### config.mk
export PLATFORM = sky130hd
export DESIGN_NAME = chte_mod
export DESIGN_NICKNAME = d
export VERILOG_FILES = /design/src/hw/rtl/chte_pkg.sv /design/src/hw/rtl/chte_mod.sv
export SDC_FILE = /design/constraint.sdc
export NUM_CORES = 1
export LEC_CHECK = 0
export BUFFER_PORTS_ARGS = -buffer_cell sky130_fd_sc_hd__clkbuf_2
export CAP_MARGIN = 20
export CORE_MARGIN = 2
export CORE_UTILIZATION = 49
export DETAILED_ROUTE_END_ITERATION = 12
export PLACE_DENSITY = 0.74
export SKIP_LAST_GASP = 1
export SYNTH_ARGS = -nofsm -noshare
export SYNTH_HDL_FRONTEND = slang
export SYNTH_SLANG_ARGS = --single-unit
### constraint.sdc
create_clock -name clk_i -period 2.1 [get_ports clk_i]
set_input_delay 0.42 -clock clk_i [delete_from_list [all_inputs] [get_ports clk_i]]
set_output_delay 0.42 -clock clk_i [all_outputs]
set_load 0.01 [all_outputs]
### src/hw/rtl/chte_pkg.sv
// Shared constants and codes for the chained hash table engine.
package chte_pkg;

  localparam int unsigned ID_W    = 16;
  localparam int unsigned YEAR_W  = 16;
  localparam int unsigned FL_W    = 8;
  localparam int unsigned MC_W    = 7;
  localparam int unsigned CMD_W   = 3;
  localparam int unsigned ST_W    = 2;
  localparam int unsigned CFG_W   = 5;
  localparam int unsigned MAX_OUT = 64;

  localparam logic [CFG_W-1:0] CFG_RESET = 5'd5;

  localparam logic [CMD_W-1:0] CMD_INSERT  = 3'd0;
  localparam logic [CMD_W-1:0] CMD_DEL_YR  = 3'd1;
  localparam logic [CMD_W-1:0] CMD_DEL_ALL = 3'd2;
  localparam logic [CMD_W-1:0] CMD_QUERY   = 3'd3;
  localparam logic [CMD_W-1:0] CMD_CHANGE  = 3'd4;

  localparam logic [ST_W-1:0] STAT_OK    = 2'd0;
  localparam logic [ST_W-1:0] STAT_NONE  = 2'd1;
  localparam logic [ST_W-1:0] STAT_FULL  = 2'd2;

endpackage

### src/hw/rtl/chte_mod.sv
// Bit-serial remainder unit that reduces a year by the bucket count.
module chte_mod #(
  parameter int unsigned Ew = 5,
  parameter int unsigned Bw = 4
) (
  input  logic                      clk_i,
  input  logic                      rst_ni,
  input  logic                      start_i,
  input  logic [chte_pkg::YEAR_W-1:0] dividend_i,
  input  logic [Ew-1:0]             divisor_i,
  output logic                      done_o,
  output logic [Bw-1:0]             rem_o
);

  logic [chte_pkg::YEAR_W-1:0] div_q, div_d;
  logic [Ew-1:0]               d_q, d_d;
  logic [Ew-1:0]               r_q, r_d;
  logic [4:0]                  cnt_q, cnt_d;
  logic                        busy_q, busy_d;
  logic                        done_q, done_d;
  logic [Ew:0]                 trial;

  always_comb begin
    div_d  = div_q;
    d_d    = d_q;
    r_d    = r_q;
    cnt_d  = cnt_q;
    busy_d = busy_q;
    done_d = 1'b0;
    trial  = {r_q, div_q[chte_pkg::YEAR_W-1]};
    if (start_i) begin
      div_d  = dividend_i;
      d_d    = divisor_i;
      r_d    = '0;
      cnt_d  = 5'(chte_pkg::YEAR_W);
      busy_d = 1'b1;
    end else if (busy_q) begin
      if (trial >= {1'b0, d_q}) begin
        trial = trial - {1'b0, d_q};
      end
      r_d   = trial[Ew-1:0];
      div_d = {div_q[chte_pkg::YEAR_W-2:0], 1'b0};
      cnt_d = cnt_q - 5'd1;
      if (cnt_q == 5'd1) begin
        busy_d = 1'b0;
        done_d = 1'b1;
      end
    end
  end

  always_ff @(posedge clk_i or negedge rst_ni) begin
    if (!rst_ni) begin
      busy_q <= 1'b0;
      done_q <= 1'b0;
      cnt_q  <= '0;
    end else begin
      busy_q <= busy_d;
      done_q <= done_d;
      cnt_q  <= cnt_d;
    end
  end

  always_ff @(posedge clk_i) begin
    div_q <= div_d;
    d_q   <= d_d;
    r_q   <= r_d;
  end

  assign done_o = done_q;
  assign rem_o  = r_q[Bw-1:0];

endmodule

==> results of run 1 <==
power by group through the flow:
stage / Sequential (uW) / Combinational [uW] / Clock, uW
final: 940 / 726 / 345
after global routing: 959 / 795 / 377
after CTS: 939 / 678 / 357
after detailed placement: 952 / 673 / 0
after global placement: 945 / 649 / 0
after floorplan: 916 / 533 / 0
cells by family (layout without fill, tap and decap cells):
kind of cell | after synthesis | in the layout | share of synthesized area (%)
flip-flops | 33 | 33 | 56.96
AND/OR/NAND/NOR | 22 | 22 | 7.710
multiplexers | 17 | 17 | 11.88
buffers and inverters | 17 | 52 | 5.035
AO/OA/AOI/OAI | 14 | 14 | 7.790
adder cells (fa/ha/maj) | 8 | 8 | 6.766
XOR/XNOR | 7 | 7 | 3.855
cell usage after synthesis, drive strengths merged:
cell type  count  area share [%]
dfxtp          5             6.3
a21o           3             1.4
nand3b         1            0.47
nor4b          1            0.55
o211ai         1            0.47
a21oi          1            0.31
nand2b         2            0.79
ha             7             5.5
o21ai          2            0.63
a211oi         2             1.3
a31oi          1            0.39
nor2b          2            0.79
nor3           1            0.31
fa             1             1.3
mux2          15              11
dfrtp          7              11
mux2i          2             1.3
and2           1            0.39
and3           1            0.71
a221oi         1             1.7
nor2           6             1.4
inv            9             2.1
nand3          1            0.31
or4b           1            0.63
xor2           3             1.7
a22o           1            0.55
buf            5             2.2
xnor2          4             2.2
or2            1            0.39
a32oi          2             1.1
edfxtp        21              40
clkbuf         3            0.71
nand2          4            0.94
cell type report:
class                   count  area (um2)  area share [%]
clock buffers               7       45.04           2.400
clock inverters             1       7.507          0.4000
inverters                   9       33.78           1.800
multi-input cells          68       634.4           33.80
flip-flops and latches     33       905.9           48.27
well taps                  44       55.05           2.933
repair buffers             35       195.2           10.40
stage by stage:
step                      util [%]  total power [uW]
final                        60.98              2011
after global routing         60.98              2130
after CTS                    59.51              1974
after detailed placement     57.48              1625
after global placement       57.48              1594
after floorplan                  -              1449
how the worst max path moves through the flow:
stage                   to  depth (start not counted)
floorplan           r_q[1]                          8
global placement    r_q[3]                          9
detailed placement  r_q[3]                          9
CTS                 r_q[3]                          9
global route        r_q[4]                          9
finish              r_q[3]                          9
repair_timing:
item / CTS / global route
hold endpoints to repair: 7 / 0
endpoints found under the setup margin: 0 / 5
hold buffers: 1 / 0
resized for setup: 0 / 9
buffers inserted: 0 / 2
routing by layer:
metal / up-vias / GRT usage [%] / wire length (um)
met1: 479 / 19.53 / 1123
li1: 492 / - / -
met2: 27 / 26.73 / 1312
met3: 6 / 6.397 / 171
met5: - / 0 / 0
met4: 0 / 7.453 / 48
sequential cells by signal, indices dropped and copies added, names as in the netlist:
signal / flops
done_o: 1
d_q: 5
div_q: 16
cnt_q: 5
busy_q: 1
r_q: 5
critical path, stage by stage, from the launching register on:
cell and delay [ns]:
edfxtp_1 0.39, inv_2 0.09, ha_4 0.14, inv_2 0.04, fa_2 0.35, a21o_1 0.20
a221oi_4 0.37, buf_4 0.18, nand2b_4 0.11, o21ai_1 0.07
==> results.md, run 1 <==
* Int Pwr at approximately 1400 uW
* Antenna viol nets, final at 0
* Peak supply drop at a little under 0.5 mV
* Worst-Skew Late Latency at 0.33 ns
* Worst-Margin Slew at 0.5918 ns
* Worst Hold Endpoint: d_q[4]
* Req. time, crit path at about 2.3 ns
* Gr ovfl total at 0
* Fillers at around 250
* Global Route Usage Sum at roughly 17%
* Max cap viols at 0
* Synth Net Count at 150
* Fin crit share at a little over nine tenths
* Startpoint types: flip-flop
* Commonest non-fill, non-tap cell in the layout: clkbuf_2
* Worst slack, placed at between 0.03 and 0.04 ns
* Achievable frequency at 0.4944 GHz
* Worst hold path type: input port to flip-flop
* Synth warnings at 0
* Critical setup path kind: flip-flop to flip-flop
* GPL Wtd Cong at about 0.8
* Worst setup EP type: flip-flop
* Crit path time final at 2.022 ns
* Routed WL at approximately 2700 um
* R2r endpoint: r_q[3]
* FF-to-FF Start: div_q[15]
* Final Skew at approximately 0.0052 ns
* Hold_sp: divisor_i[4]
* Setup TNS at 0 ns
* Worst R2R Path Depth at 9
* Cell leakage power at 0.0008179 uW
* Post-DP Area at around 1800 um2
* Via count at about 1k
* Clock buffer count from CTS at 5
* CTS Sinks at 33
* Seq/Total Area, Yosys at 56.96%
* Most frequent cells in the layout: 28 x clkbuf_2, 21 x edfxtp_1, 15 x mux2_2
* Cell Rows at 20
* Ports at 29
* Switch Pwr at between 600 and 700 uW
* Final Hold Fails at 0
* Worst Hold Slack at roughly 0.25 ns
* Seq pwr share at a little under half
* Net Sw Frac at 32.20%
* DR pass1 iterations at 4
* Cell Area, Synth at roughly 1600 um2
* Area Overhead vs Synth at 18.02%
* Die area at ~3700 um2
* N_diodes at 0
* Iter 0 DRT Violations at 25
* WL/cell at between 10 and 15 um
* Layout cells sized above 1 at a little over two fifths
* Crit path arrival time at between 2 and 2.5 ns
* Htree depth at 2
* Gate Count Post-Synth at 118
* Initial Util at roughly 52%
* Flop2flop setup slack at about 0.078 ns
* Final setup fails at 0
* Clk pwr share at between 10% and 20%
* Root buffer cell: clkbuf_4
* Port Buffers at 28
* CTS clk-pin slew, worst paths at around 0.1 ns
* DIE WIDTH at 60.97 um
* Max_slew headroom at between 60% and 70%
* Final net count at 184
* CTS tree: done
* Worst Setup SP: div_q[15]
* Initial antenna violation count at 0
* Outcome: completed
* Slew Viols, Final at 0
* Vias in the first global route at approximately 950
* Logic gate share of total power at between 30% and 40%
* Synth cell types at 35
* Worst Hold Path Cells at 1
* Final worst slack at a little under 0.08 ns
* Yosys reg bits at 33
* Inst Count DP at around 190
* First-pass GRT wire length at roughly 4300 um
* Die Y at about 61 um
* Worst-case clock buffer depth at 2
* Max FO, Critical Path at 4
* Final instance area at 1877 um2
* Syn Area/Cell at 13.48 um2
* Cell Pwr Density at 1072 nW/um2
* Core area at 3078 um2
* Largest net degree at the start of global routing at 30
* Final Non-Filler Cells at 197
* DRC Markers at 0
* DR vias/cell at around 5
No activity file was read; power rests on OpenSTA's default activity.
==> inputs of run 2 (changes only) <==
--- a/config.mk
+++ b/config.mk
@@ -11,6 +11,7 @@
 export CORE_UTILIZATION = 49
 export DETAILED_ROUTE_END_ITERATION = 12
 export PLACE_DENSITY = 0.74
+export SETUP_SLACK_MARGIN = 0.5
 export SKIP_LAST_GASP = 1
 export SYNTH_ARGS = -nofsm -noshare
 export SYNTH_HDL_FRONTEND = slang
==> run 2 against run 1 <==
  * Clock power fell by 5%
  * Largest power group unchanged
  * Maximum frequency fell by 0.32%
  * First-iteration DRC count is 110% higher
  * Non-clock buffer count up 1
  * Die area is the same
  * Critical path depth did not move
  * Highest routed layer unchanged
==> results.md, run 2 (same netlist as run 1, synthesis figures left out) <==
* Outcome: completed
* Ports at 29
* WL/cell at 13.67 um
* Worst Hold Endpoint: d_q[2]
* Switch Pwr at approximately 630 uW
* Cell leakage power at between 0.0008 and 0.0009 uW
* RSZ-0062 raised after global routing: yes
* Max cap viols at 0
* Max_slew headroom at between 60% and 70%
* Commonest non-fill, non-tap cell in the layout: clkbuf_2
* Worst R2R Path Depth at 9
* FF-to-FF Start: div_q[15]
* Peak supply drop at between 0.3 and 0.4 mV
* Antenna viol nets, final at 0
* CTS Sinks at 33
* Worst-Margin Slew at approximately 0.50 ns
* Gr ovfl total at 0
* Vias in the first global route at about 1.0k
* Slew Viols, Final at 0
* Final Hold Fails at 0
* Via count at between 1k and 1.5k
* Final Non-Filler Cells at between 150 and 200
* Flop2flop setup slack at between 0.07 and 0.08 ns
* Htree depth at 2
* Achievable frequency at approximately 0.5 GHz
* Final net count at ~190
* Crit path time final at between 2 and 2.5 ns
* Post-DP Area at between 1500 and 2000 um2
* First-pass GRT wire length at around 4400 um
* Seq pwr share at 46.9%
* Largest Register: div_q
* Fin crit share at 96.61%
* Area Overhead vs Synth at 18.02%
* Worst-case clock buffer depth at 2
* Startpoint types: flip-flop
* GPL Wtd Cong at roughly 0.86
* Int Pwr at ~1400 uW
* Iter 0 DRT Violations at 53
* Cell Pwr Density at between 1000 and 1500 nW/um2
* Largest net degree at the start of global routing at 30
* CTS clk-pin slew, worst paths at about 0.1 ns
* DR vias/cell at between 5 and 6
* Worst setup EP type: flip-flop
* Flip-flop count of the largest register after layout at 16
* Hold_sp: divisor_i[2]
* Clock buffer count from CTS at 5
* Worst hold path type: input port to flip-flop
* Max FO, Critical Path at 5
* Req. time, crit path at between 2 and 2.5 ns
* CTS tree: done
* Crit path arrival time at ~2.2 ns
* N_diodes at 0
* DIE WIDTH at slightly above 60 um
* Detailed Place HPWL at between 1500 and 2000 um
* Core area at roughly 3100 um2
* Worst-Skew Late Latency at ~0.32 ns
* Die area at 3717 um2
* Routed WL at between 2000 and 3000 um
* Port Buffers at 28
* Final Skew at 0.006352 ns
* R2r endpoint: r_q[1]
* Inst Count DP at roughly 180
* DR pass1 iterations at 4
* Initial Util at around half
* Final instance area at between 1500 and 2000 um2
* Most frequent cells in the layout: 28 x clkbuf_2, 21 x edfxtp_1, 15 x mux2_2
* Die Y at ~61 um
* Net Sw Frac at between 30% and 40%
* Layout cells sized above 1 at between 40% and 50%
* Root buffer cell: clkbuf_4
* Clk pwr share at between 10% and 20%
* Cell Rows at 20
* Initial antenna violation count at 0
* Logic gate share of total power at between 30% and 40%
* Global Route Usage Sum at 16.82%
* Worst Hold Path Cells at 1
* Critical setup path kind: flip-flop to flip-flop
* DRC Markers at 0
* Final setup fails at 0
==> run 2: how the worst max path moves through the flow <==
stage	start	end	slack, ns	cells after the start
after CTS	div_q[15]	r_q[1]	0.06	9
after floorplan	div_q[15]	r_q[1]	0.12	8
after global routing	div_q[15]	r_q[1]	-0.03	9
final	div_q[15]	r_q[1]	0.07	9
after global placement	div_q[15]	r_q[1]	0.07	8
after detailed placement	div_q[15]	r_q[1]	-0.0009	8
==> run 2: worst max-delay path: stages (launching register included) <==
cell      delay (ns)
edfxtp_1        0.39
inv_2           0.09
ha_4            0.12
inv_2           0.03
fa_2            0.33
a21o_1          0.19
a221oi_4        0.29
buf_6           0.16
mux2i_2         0.21
a211oi_2        0.09
==> run 2: layout make-up <==
| cell class | count | area [um2] |
|---|---|---|
| inverter | 9 | 37.54 |
| multi-input combinational | 68 | 623.1 |
| clock buffer | 8 | 48.80 |
| tap | 44 | 55.05 |
| timing repair buffer | 36 | 206.4 |
| sequential | 33 | 905.9 |
| fill | 262 | 1201 |
==> run 2: routing by layer <==
metal  global-route usage [%]  vias to the layer above  wire [um]
met5                        0                        -          0
met4                    9.317                        0         49
met3                    4.478                        5        114
met2                    28.42                       23       1420
met1                    19.34                      499       1121
li1                         -                      487          -
==> run 2: metrics by stage <==
| stage | utilization [%] | setup WS (ns) | setup TNS (ns) | hold slack (ns) | total power, uW |
|---|---|---|---|---|---|
| global route | 60.98 | -0.02952 | -0.03022 | 0.2389 | 2142 |
| CTS | 60.28 | 0.06016 | 0 | 0.2387 | 2003 |
| floorplan | - | 0.1245 | 0 | 0.1244 | 1450 |
| global placement | 57.07 | 0.07491 | 0 | 0.2574 | 1561 |
| finish | 60.98 | 0.07112 | 0 | 0.2643 | 2006 |
| detailed placement | 57.07 | -0.0008784 | -0.0008784 | 0.2733 | 1607 |
==> run 2: what timing repair did <==
item                                   in CTS  in global routing
endpoints found under the hold margin       7                  0
setup buffers                               4                  1
hold buffers                                1                  0
setup endpoints to repair                  21                 21
pin swaps                                   4                  3
gates resized for setup                     5                  3
==> run 2: power groups by stage <==
stage                     Combinational (uW)  Sequential, uW  Clock, uW
after detailed placement                 651             956          0
after global routing                     810             958        374
after CTS                                713             940        350
final                                    736             941        329
after floorplan                          534             917          0
after global placement                   620             941          0
