==> config.mk <==
export PLATFORM = sky130hd
export DESIGN_NAME = chte_ram
export DESIGN_NICKNAME = d
export VERILOG_FILES = /design/src/hw/rtl/chte_ram.sv
export SDC_FILE = /design/constraint.sdc
export NUM_CORES = 1
export LEC_CHECK = 0
export ABC_CLOCK_PERIOD_IN_PS = 2000
export BUFFER_PORTS_ARGS = -buffer_cell sky130_fd_sc_hd__buf_2
export CAP_MARGIN = 20
export CORE_UTILIZATION = 53
export DETAILED_ROUTE_END_ITERATION = 8
export PLACE_DENSITY = 0.79
export REMOVE_ABC_BUFFERS = 1
export SYNTH_ARGS = -nofsm -noshare
export SYNTH_HDL_FRONTEND = slang
export SYNTH_SLANG_ARGS = --single-unit
==> constraint.sdc <==
create_clock -name clk_i -period 2 [get_ports clk_i]
set_clock_uncertainty 0.2 [all_clocks]
set_input_delay 0 -clock clk_i [delete_from_list [all_inputs] [get_ports clk_i]]
set_output_delay 0 -clock clk_i [all_outputs]
set_load 0.05 [all_outputs]
==> src/hw/rtl/chte_ram.sv <==
// Generic single-write, single-read RAM with a registered read port.
module chte_ram #(
  parameter int unsigned Width = 8,
  parameter int unsigned Depth = 2
) (
  input  logic                     clk_i,
  input  logic                     we_i,
  input  logic [$clog2(Depth)-1:0] waddr_i,
  input  logic [Width-1:0]         wdata_i,
  input  logic                     re_i,
  input  logic [$clog2(Depth)-1:0] raddr_i,
  output logic [Width-1:0]         rdata_o
);

  logic [Width-1:0] mem_q [Depth];
  logic [Width-1:0] rdata_q;

  always_ff @(posedge clk_i) begin
    if (we_i) begin
      mem_q[waddr_i] <= wdata_i;
    end
    if (re_i) begin
      rdata_q <= mem_q[raddr_i];
    end
  end

  assign rdata_o = rdata_q;

endmodule

==> implementation parameters, run 1 <==
Parameter                              Value

Flow run
  Max capacitance violation total    0

Global route
  Maximum number of pins on one net before global-route repair    13
  Number of antenna violations at the first check in global routing    0
  Vias in the first global route    377
  Wire length of the first global-routing pass    1680 um
  All-layer global routing usage    between 10% and 20%
  Sum of overflow across all layers after global routing    0

Synthesis
  Yosys Warn Count    0
  Library cell with the largest summed area after synthesis    sky130_fd_sc_hd__edfxtp_1
  Number of distinct standard cells referenced by the synthesized netlist    5
  Area fraction of the dominant cell type after synthesis    a little over four fifths
  Mapped cell area    approximately 860 um^2
  Most area-consuming cells after synthesis    sky130_fd_sc_hd__edfxtp_1, sky130_fd_sc_hd__mux2_4, sky130_fd_sc_hd__buf_6
  Average cell area after synthesis    ~25 um^2
  Proportion of synthesized chip area in sequential cells    a little over four fifths
  Flip-flop and latch count after synthesis    24
  Synthesized netlist cell count    35

Floorplanning
  Effective utilization at floorplan    roughly 57%
  Floorplan core area    between 1500 and 2000 um^2
  Vertical die dimension    around 42 um
  I/O pin cnt    21
  Overall die area    1800 um^2
  Die Wd    42.4 um
  Count of standard-cell rows    14

Run status
  Result of the run    complete, no violations

CTS
  Clock tree from TritonCTS    yes
  Max Root-Sink Buffers    2
  Post_cts resized    0
  Number of levels in the clock H-tree    1
  Number of buffers inserted during clock tree synthesis    3
  CTS clk-pin slew, worst paths    0.11 ns
  Later-pin clock latency in the skew report    around 0.3 ns
  Clock root buffer    sky130_fd_sc_hd__clkbuf_4
  Number of buffers inserted by post-CTS setup repair    0
  Total number of clock tree sinks    24

Critical path
  Data arrival time of the critical path    1.17 ns
  Worst Reg-to-Reg Cells    1
  Maximum fanout along the worst path    8
  End of the worst register-to-register path    rdata_o[5]
  Startpoint type of the worst setup path    primary input
  Reg-to-reg setup timing slack    0.90 ns
  Worst r2r src    mem_q[0][5]
  Required time of the worst setup path    around 1.7 ns
  Critical setup path kind    in -> reg
  Crit end category    flip-flop

Finish
  Fraction of final layout cells with drive strength greater than 1    between 40% and 50%
  Fill cells    94
  Antenna fix cells    0
  Utilization after layout    73.4%
  Nets@finish    83
  Area added between synthesis and finish    27.9%

Route
  Number of remaining DRC errors    0
  Total wire length    ~1100 um
  First-pass iteration count of the detailed router    5
  Routed vias    a little over 400
  Number of routed nets with antenna violations    0
  Initial DRC count    5
  Avg Vias per Cell    slightly below 5
  Average detailed-routed wire length per instance    about 13 um

STA
  Remaining max-slew budget at the tightest pin    between 50% and 60%
  Pin slew with the least headroom to its limit    roughly 0.64 ns
  Setup_tns    0 ns
  Maximum clock rate    699 MHz
  Count of pins over their slew limit    0
  Final period util    between 70 and 80%
  Total of endpoints with negative setup slack in the final report    0
  Setup repair after global routing missed its margin    false
  Hold Vio Cnt, Final    0
  Clock period minus final worst setup slack    around 1.4 ns

Placed design
  Port Buf Inserts    20
  Routability congestion estimate from global placement    0.641

Worst hold path
  Cells on Worst Hold Path    2
  WHS Endpoint    mem_q[0][2]
  Worst min-delay path class    in -> reg
  Startpoint of the tightest hold check path    we_i

Power
  Static Leak    0.000437 uW
  Power per standard cell area    between 800 and 900 nW/um^2
  Highest ir drop seen on vdd    between 0.5 and 0.6 mV
[synth_stat cells]
master,n
sky130_fd_sc_hd__nor2b_1,1
sky130_fd_sc_hd__mux2_4,8
sky130_fd_sc_hd__buf_6,1
sky130_fd_sc_hd__edfxtp_1,24
sky130_fd_sc_hd__and2_1,1
[through the flow]
| step | worst slack, ns | area (um^2) | total power (uW) | std cells | hold WS (ns) |
|---|---|---|---|---|---|
| 2_1_floorplan | 0.950 | 853 | 684 | 34 | -0.101 |
| 3_3_place_gp | 0.836 | 973 | 716 | 70 | -0.00939 |
| 3_5_place_dp | 0.800 | 973 | 719 | 70 | -0.00669 |
| 4_1_cts | 0.587 | 1110 | 925 | 84 | 0.0129 |
| 5_1_grt | 0.534 | 1110 | 956 | 84 | 0.0156 |
| 6_report | 0.570 | 1110 | 915 | 84 | 0.0218 |
[placed cells by master (no fill, tap or decap)]
| cell | netlist | layout |
|---|---|---|
| sky130_fd_sc_hd__clkbuf_4 | 0 | 3 |
| sky130_fd_sc_hd__nor2b_1 | 1 | 1 |
| sky130_fd_sc_hd__buf_2 | 0 | 20 |
| sky130_fd_sc_hd__mux2_4 | 8 | 8 |
| sky130_fd_sc_hd__dlygate4sd3_1 | 0 | 11 |
| sky130_fd_sc_hd__edfxtp_1 | 24 | 24 |
| sky130_fd_sc_hd__and2_1 | 1 | 1 |
[what timing repair did]
item                                    4_1_cts  5_1_grt
hold buffers                                 11        0
endpoints found under the setup margin        0        0
endpoints found under the hold margin        40        0
[how the worst max path moves through the flow]
| stage | cells past startpoint | from | endpoint |
|---|---|---|---|
| floorplan | 1 | mem_q[0][0] | rdata_o[0] |
| global placement | 2 | waddr_i | mem_q[0][2] |
| detailed placement | 2 | waddr_i | mem_q[0][1] |
| CTS | 3 | waddr_i | mem_q[0][1] |
| global route | 3 | waddr_i | mem_q[0][1] |
| finish | 3 | waddr_i | mem_q[0][1] |
[cell type report]
type,count,area [um^2],area share (%)
flip-flops and latches,24,721,65.2
repair buffers,31,210,19.0
multi-input cells,10,133,12.0
clock buffers,3,22.5,2.04
well taps,16,20.0,1.81
[registers in the layout, indices dropped and copies added (netlist names)]
name,cells
rdata_o,8
mem_q,16
[worst max-delay path: stages]
cell                            delay (ns)
sky130_fd_sc_hd__dlygate4sd3_1        0.54
sky130_fd_sc_hd__buf_2                0.13
sky130_fd_sc_hd__nor2b_1              0.51
[logic make-up (layout without fill, tap and decap cells)]
| group | count (synthesis) | after routing | share of synthesized area, % |
|---|---|---|---|
| buffers and inverters | 1 | 34 | 1.30 |
| multiplexers | 8 | 8 | 13.9 |
| AND/OR/NAND/NOR | 2 | 2 | 1.45 |
| flip-flops | 24 | 24 | 83.4 |
[where the power goes]
part | internal [uW] | switching, uW | total (uW) | leakage (uW)
combinational | 52.4 | 69.4 | 122 | 0.000195
clock | 70.2 | 121 | 191 | 0.0000138
sequential | 593 | 8.07 | 602 | 0.000228
total | 716 | 199 | 915 | 0.000437
[layer usage]
layer / global-route usage [%] / wire length (um) / part of all wire [%]
met5: 0 / 0 / 0
met1: 15.7 / 449 / 41
met2: 23.4 / 605 / 55
met3: 3.88 / 49 / 4.4
met4: 7.50 / 0 / 0
Power figures use the tool's default switching activity.
==> run 2: changes to the inputs <==
--- a/config.mk
+++ b/config.mk
@@ -5,12 +5,12 @@
 export SDC_FILE = /design/constraint.sdc
 export NUM_CORES = 1
 export LEC_CHECK = 0
-export ABC_CLOCK_PERIOD_IN_PS = 2000
+export ABC_CLOCK_PERIOD_IN_PS = 1200
 export BUFFER_PORTS_ARGS = -buffer_cell sky130_fd_sc_hd__buf_2
 export CAP_MARGIN = 20
-export CORE_UTILIZATION = 53
+export CORE_UTILIZATION = 45
 export DETAILED_ROUTE_END_ITERATION = 8
-export PLACE_DENSITY = 0.79
+export PLACE_DENSITY = 0.72
 export REMOVE_ABC_BUFFERS = 1
 export SYNTH_ARGS = -nofsm -noshare
 export SYNTH_HDL_FRONTEND = slang
==> constraint.sdc (replaced) <==
create_clock -name clk_i -period 1.2 [get_ports clk_i]
set_clock_uncertainty 0.2 [all_clocks]
set_input_delay 0 -clock clk_i [delete_from_list [all_inputs] [get_ports clk_i]]
set_output_delay 0 -clock clk_i [all_outputs]
set_load 0.05 [all_outputs]
==> implementation parameters, run 2 (synthesized netlist as in run 1, its figures left out) <==
Parameter                              Value

Run status
  Result of the run    finished with violations
  Failing checks    hold timing

STA
  Remaining max-slew budget at the tightest pin    a little over four fifths
  Setup repair after global routing missed its margin    false
  Final period util    92.1%
  Clock period minus final worst setup slack    between 1 and 1.5 ns
  Maximum clock rate    905 MHz
  Pin slew with the least headroom to its limit    approximately 0.25 ns
  Count of pins over their slew limit    0
  Minimum hold slack    -0.00725 ns
  Setup_tns    0 ns
  Hold Vio Cnt, Final    7
  Total of endpoints with negative setup slack in the final report    0

Route
  Total wire length    1070 um
  Number of remaining DRC errors    0
  First-pass iteration count of the detailed router    4
  Number of routed nets with antenna violations    0
  Avg Vias per Cell    4.41
  Average detailed-routed wire length per instance    about 11 um
  Routed vias    419
  Initial DRC count    8

Finish
  Antenna fix cells    0
  Leading cell types in the layout, fill and taps excluded    sky130_fd_sc_hd__edfxtp_1, sky130_fd_sc_hd__buf_2, sky130_fd_sc_hd__dlygate4sd3_1
  Number of standard cells in the layout, taps in and fillers out    95
  Register with the highest flop count    mem_q
  Fraction of final layout cells with drive strength greater than 1    between 40% and 50%
  Largest register FFs    16
  Area added between synthesis and finish    33.7%
  Nets@finish    84
  Most common library cell in the layout ignoring fill and taps    sky130_fd_sc_hd__edfxtp_1

Global route
  All-layer global routing usage    between 10% and 20%
  Number of antenna violations at the first check in global routing    0
  Vias in the first global route    roughly 400
  Sum of overflow across all layers after global routing    0
  Wire length of the first global-routing pass    approximately 1600 um
  Maximum number of pins on one net before global-route repair    15

Power
  Highest ir drop seen on vdd    0.860 mV
  Static Leak    between 0.0004 and 0.0005 uW
  Power per standard cell area    approximately 1500 nW/um^2

Critical path
  Cell family contributing the most delay on the critical path    flip-flops
  Maximum cell stage delay along the critical path    a little under 0.4 ns
  Maximum fanout along the worst path    1
  End of the worst register-to-register path    rdata_o[1]
  Crit end category    primary output
  Endpoint of the worst setup timing path    rdata_o[6]
  Worst r2r src    mem_q[0][1]
  Critical-path top delay cell    sky130_fd_sc_hd__edfxtp_1
  Number of buffer and inverter instances along the worst setup path    1
  Crit path launch    rdata_o[6]
  Critical setup path kind    reg -> out
  Reg-to-reg setup timing slack    ~0.11 ns
  Startpoint type of the worst setup path    flip-flop
  Data arrival time of the critical path    ~0.90 ns
  Total stage count of the critical path    1
  Chain of cells forming the critical path    buf_2
  Required time of the worst setup path    1.00 ns
  Worst Reg-to-Reg Cells    1

CTS
  Clock root buffer    sky130_fd_sc_hd__clkbuf_4
  Number of buffers inserted during clock tree synthesis    3
  Total number of clock tree sinks    24
  Number of buffers inserted by post-CTS setup repair    0
  Post-CTS Hold Buffers    11
  Number of levels in the clock H-tree    1
  CTS clk-pin slew, worst paths    0.12 ns
  Clock tree from TritonCTS    yes
  Later-pin clock latency in the skew report    about 0.3 ns
  Max Root-Sink Buffers    2

Worst hold path
  Worst min-delay path class    in -> reg

Floorplanning
  I/O pin cnt    21
  Overall die area    2100 um^2
  Die Wd    45.8 um
  Effective utilization at floorplan    49.0%
  Vertical die dimension    about 46 um
  Floorplan core area    1760 um^2
  Count of standard-cell rows    15

Placed design
  Port Buf Inserts    20
  Routability congestion estimate from global placement    about 0.65
  Placed cell count    80

Flow run
  Max capacitance violation total    0
run 2: per-stage QoR:
stage          cell area (um^2)  hold slack [ns]  utilization [%]  setup slack (ns)  total power [uW]
5_1_grt                    1160          -0.0155             65.5            0.0418              1830
2_1_floorplan               853           -0.101                -             0.150              1140
3_3_place_gp                992          -0.0110             56.2             0.131              1200
4_1_cts                    1150          -0.0245             65.5            0.0180              1790
6_report                   1160         -0.00725             65.5            0.0951              1770
3_5_place_dp                992         -0.00934             56.2             0.121              1200
run 2: metal layers:
metal  global-route usage, %  vias up  wire length (um)
li1                        -      206                 -
met1                    13.1      192               457
met2                    20.6       19               547
met3                    3.57        2                54
met4                    5.29        0                 8
met5                       0        -                 0
run 2: how the worst min path moves through the flow:
stage | startpoint | end | depth (start not counted)
after floorplan | wdata_i[0] | mem_q[0][0] | 0
after CTS | raddr_i | rdata_o[6] | 2
final | raddr_i | rdata_o[2] | 2
after global placement | wdata_i[4] | mem_q[0][4] | 1
after detailed placement | wdata_i[5] | mem_q[0][5] | 1
after global routing | raddr_i | rdata_o[6] | 2
run 2: what timing repair did:
item / 4_1_cts / 5_1_grt
hold endpoints to repair: 40 / 8
setup endpoints to repair: 0 / 8
gates resized for setup: 0 / 1
run 2: power by group:
| part | internal, uW | switching, uW | total [uW] |
|---|---|---|---|
| Combinational | 89.9 | 116 | 206 |
| Sequential | 989 | 12.7 | 1000 |
| Clock | 337 | 226 | 563 |
run 2: cell type report:
class / count / area [um^2]
Clock buffer: 3 / 22.5
Clock inverter: 1 / 30.0
Fill cell: 140 / 608
Multi-Input combinational cell: 10 / 134
Sequential cell: 24 / 721
Tap cell: 25 / 31.3
Timing Repair Buffer: 32 / 218
==> run 3: changes to the inputs <==
--- a/config.mk
+++ b/config.mk
@@ -12,6 +12,7 @@
 export DETAILED_ROUTE_END_ITERATION = 8
 export PLACE_DENSITY = 0.72
 export REMOVE_ABC_BUFFERS = 1
+export SKIP_CTS_REPAIR_TIMING = 1
 export SYNTH_ARGS = -nofsm -noshare
 export SYNTH_HDL_FRONTEND = slang
 export SYNTH_SLANG_ARGS = --single-unit
==> constraint.sdc (replaced) <==
create_clock -name clk_i -period 1.2 [get_ports clk_i]
set_clock_uncertainty 0.2 [all_clocks]
set_input_delay 0.12 -clock clk_i [delete_from_list [all_inputs] [get_ports clk_i]]
set_output_delay 0.12 -clock clk_i [all_outputs]
set_load 0.05 [all_outputs]
==> implementation parameters, run 3 (synthesized netlist as in run 1, its figures left out) <==
Parameter                              Value

Floorplanning
  Die Wd    between 40 and 50 um
  Count of standard-cell rows    15
  Vertical die dimension    approximately 46 um
  Overall die area    roughly 2100 um^2
  I/O pin cnt    21
  Effective utilization at floorplan    about half
  Floorplan core area    1760 um^2

Critical path
  Required time of the worst setup path    about 0.88 ns
  Data arrival time of the critical path    about 0.88 ns
  Maximum cell stage delay along the critical path    0.41 ns
  Crit end category    primary output
  Maximum fanout along the worst path    1
  Critical-path top delay cell    sky130_fd_sc_hd__edfxtp_1
  Critical setup path kind    reg -> out
  Startpoint type of the worst setup path    flip-flop
  Number of buffer and inverter instances along the worst setup path    1
  Cell family contributing the most delay on the critical path    flip-flops
  Chain of cells forming the critical path    buf_6

Global route
  Sum of overflow across all layers after global routing    0
  Number of antenna violations at the first check in global routing    0
  Wire length of the first global-routing pass    approximately 1400 um
  All-layer global routing usage    slightly above 10%
  Vias in the first global route    353
  Maximum number of pins on one net before global-route repair    15

Finish
  Nets@finish    ~80
  Antenna fix cells    0
  Fraction of final layout cells with drive strength greater than 1    48.5%
  Area added between synthesis and finish    37.0%
  Most common library cell in the layout ignoring fill and taps    sky130_fd_sc_hd__edfxtp_1
  Leading cell types in the layout, fill and taps excluded    sky130_fd_sc_hd__edfxtp_1, sky130_fd_sc_hd__buf_2, sky130_fd_sc_hd__dlygate4sd3_1
  Largest register FFs    16
  Register with the highest flop count    mem_q
  Utilization after layout    between 60% and 70%
  Fill cells    roughly 130

Power
  Switching power    360 uW
  Pwr Total    around 1800 uW
  Net switching share of the total power    around 20%
  Static Leak    approximately 0.00047 uW
  Clock group share of total power    a little under a third
  Power per standard cell area    1520 nW/um^2
  Seq pwr share    ~56%
  Power Internal    between 1000 and 1500 uW
  Share of power burned in combinational logic    between 10% and 20%
  Highest ir drop seen on vdd    0.967 mV

CTS
  Max Root-Sink Buffers    2
  CTS clk-pin slew, worst paths    ~0.12 ns
  Clock root buffer    sky130_fd_sc_hd__clkbuf_4
  Number of buffers inserted during clock tree synthesis    3
  Clock tree from TritonCTS    yes
  Later-pin clock latency in the skew report    just over 0.3 ns
  Number of levels in the clock H-tree    1
  Total number of clock tree sinks    24

STA
  Hold Vio Cnt, Final    0
  Total of endpoints with negative setup slack in the final report    1
  Remaining max-slew budget at the tightest pin    about 76%
  Clock period minus final worst setup slack    approximately 1.2 ns
  Maximum clock rate    between 800 and 900 MHz
  Pin slew with the least headroom to its limit    0.367 ns
  Count of pins over their slew limit    0
  Setup repair after global routing missed its margin    true
  Final period util    100%
  Final critical-path setup slack    -0.000777 ns

Route
  Total wire length    1110 um
  Number of routed nets with antenna violations    0
  Number of remaining DRC errors    0
  Routed vias    between 400 and 500
  First-pass iteration count of the detailed router    4
  Avg Vias per Cell    between 4 and 5
  Initial DRC count    8
  Average detailed-routed wire length per instance    around 12 um

Flow run
  Max capacitance violation total    0

Run status
  Result of the run    finished with violations
  Failing checks    setup timing

Placed design
  Routability congestion estimate from global placement    0.633
  Port Buf Inserts    20

Worst hold path
  Worst min-delay path class    in -> reg
## run 3: cell types whose count changed in the layout (fill, tap and decap cells not counted), sizes merged
cell | previous run | this run
dlygate4sd3 | 11 | 9
## run 3: path summary, 6_finish.rpt
check / start / endpoint / slack [ns] / depth (start not counted)
hold reg to reg: mem_q[1][4] / rdata_o[4] / 0.36 / 1
setup reg to reg: mem_q[1][6] / rdata_o[6] / 0.09 / 1
hold / removal: waddr_i / mem_q[0][6] / 0.06 / 3
setup / recovery: rdata_o[6] / rdata_o[6] / -0.0008 / 1
## run 3: power by group through the flow
stage	clock, uW	sequential [uW]	combinational, uW
4_1_cts	571	1000	179
3_3_place_gp	0	1020	175
5_1_grt	593	1010	235
3_5_place_dp	0	1020	179
6_report	564	1010	223
2_1_floorplan	0	1090	48.6
## run 3: final cells by class
type	instances	area, um^2	area share, %
Clock inverter	1	30.0	2.53
Sequential cell	24	721	60.8
Clock buffer	3	22.5	1.90
Tap cell	25	31.3	2.64
Multi-Input combinational cell	10	133	11.2
Timing Repair Buffer	30	248	20.9
## run 3: metrics by stage
stage	TNS (ns)	hold slack, ns	instances	setup slack [ns]	area [um^2]
after floorplan	0	0.0189	34	0.0866	853
after global placement	0	0.108	80	0.0706	992
after detailed placement	0	0.112	80	0.0452	992
after CTS	-0.207	-0.215	84	-0.0407	1040
after global routing	-0.195	0.0647	93	-0.0385	1180
final	-0.000777	0.0560	93	-0.000777	1180
## run 3: layer usage
layer	up-vias	track usage, %	wire, um
met5	-	0	0
met4	0	7.06	6
met3	2	2.38	48
met2	21	20.0	648
met1	191	8.92	404
li1	202	-	-
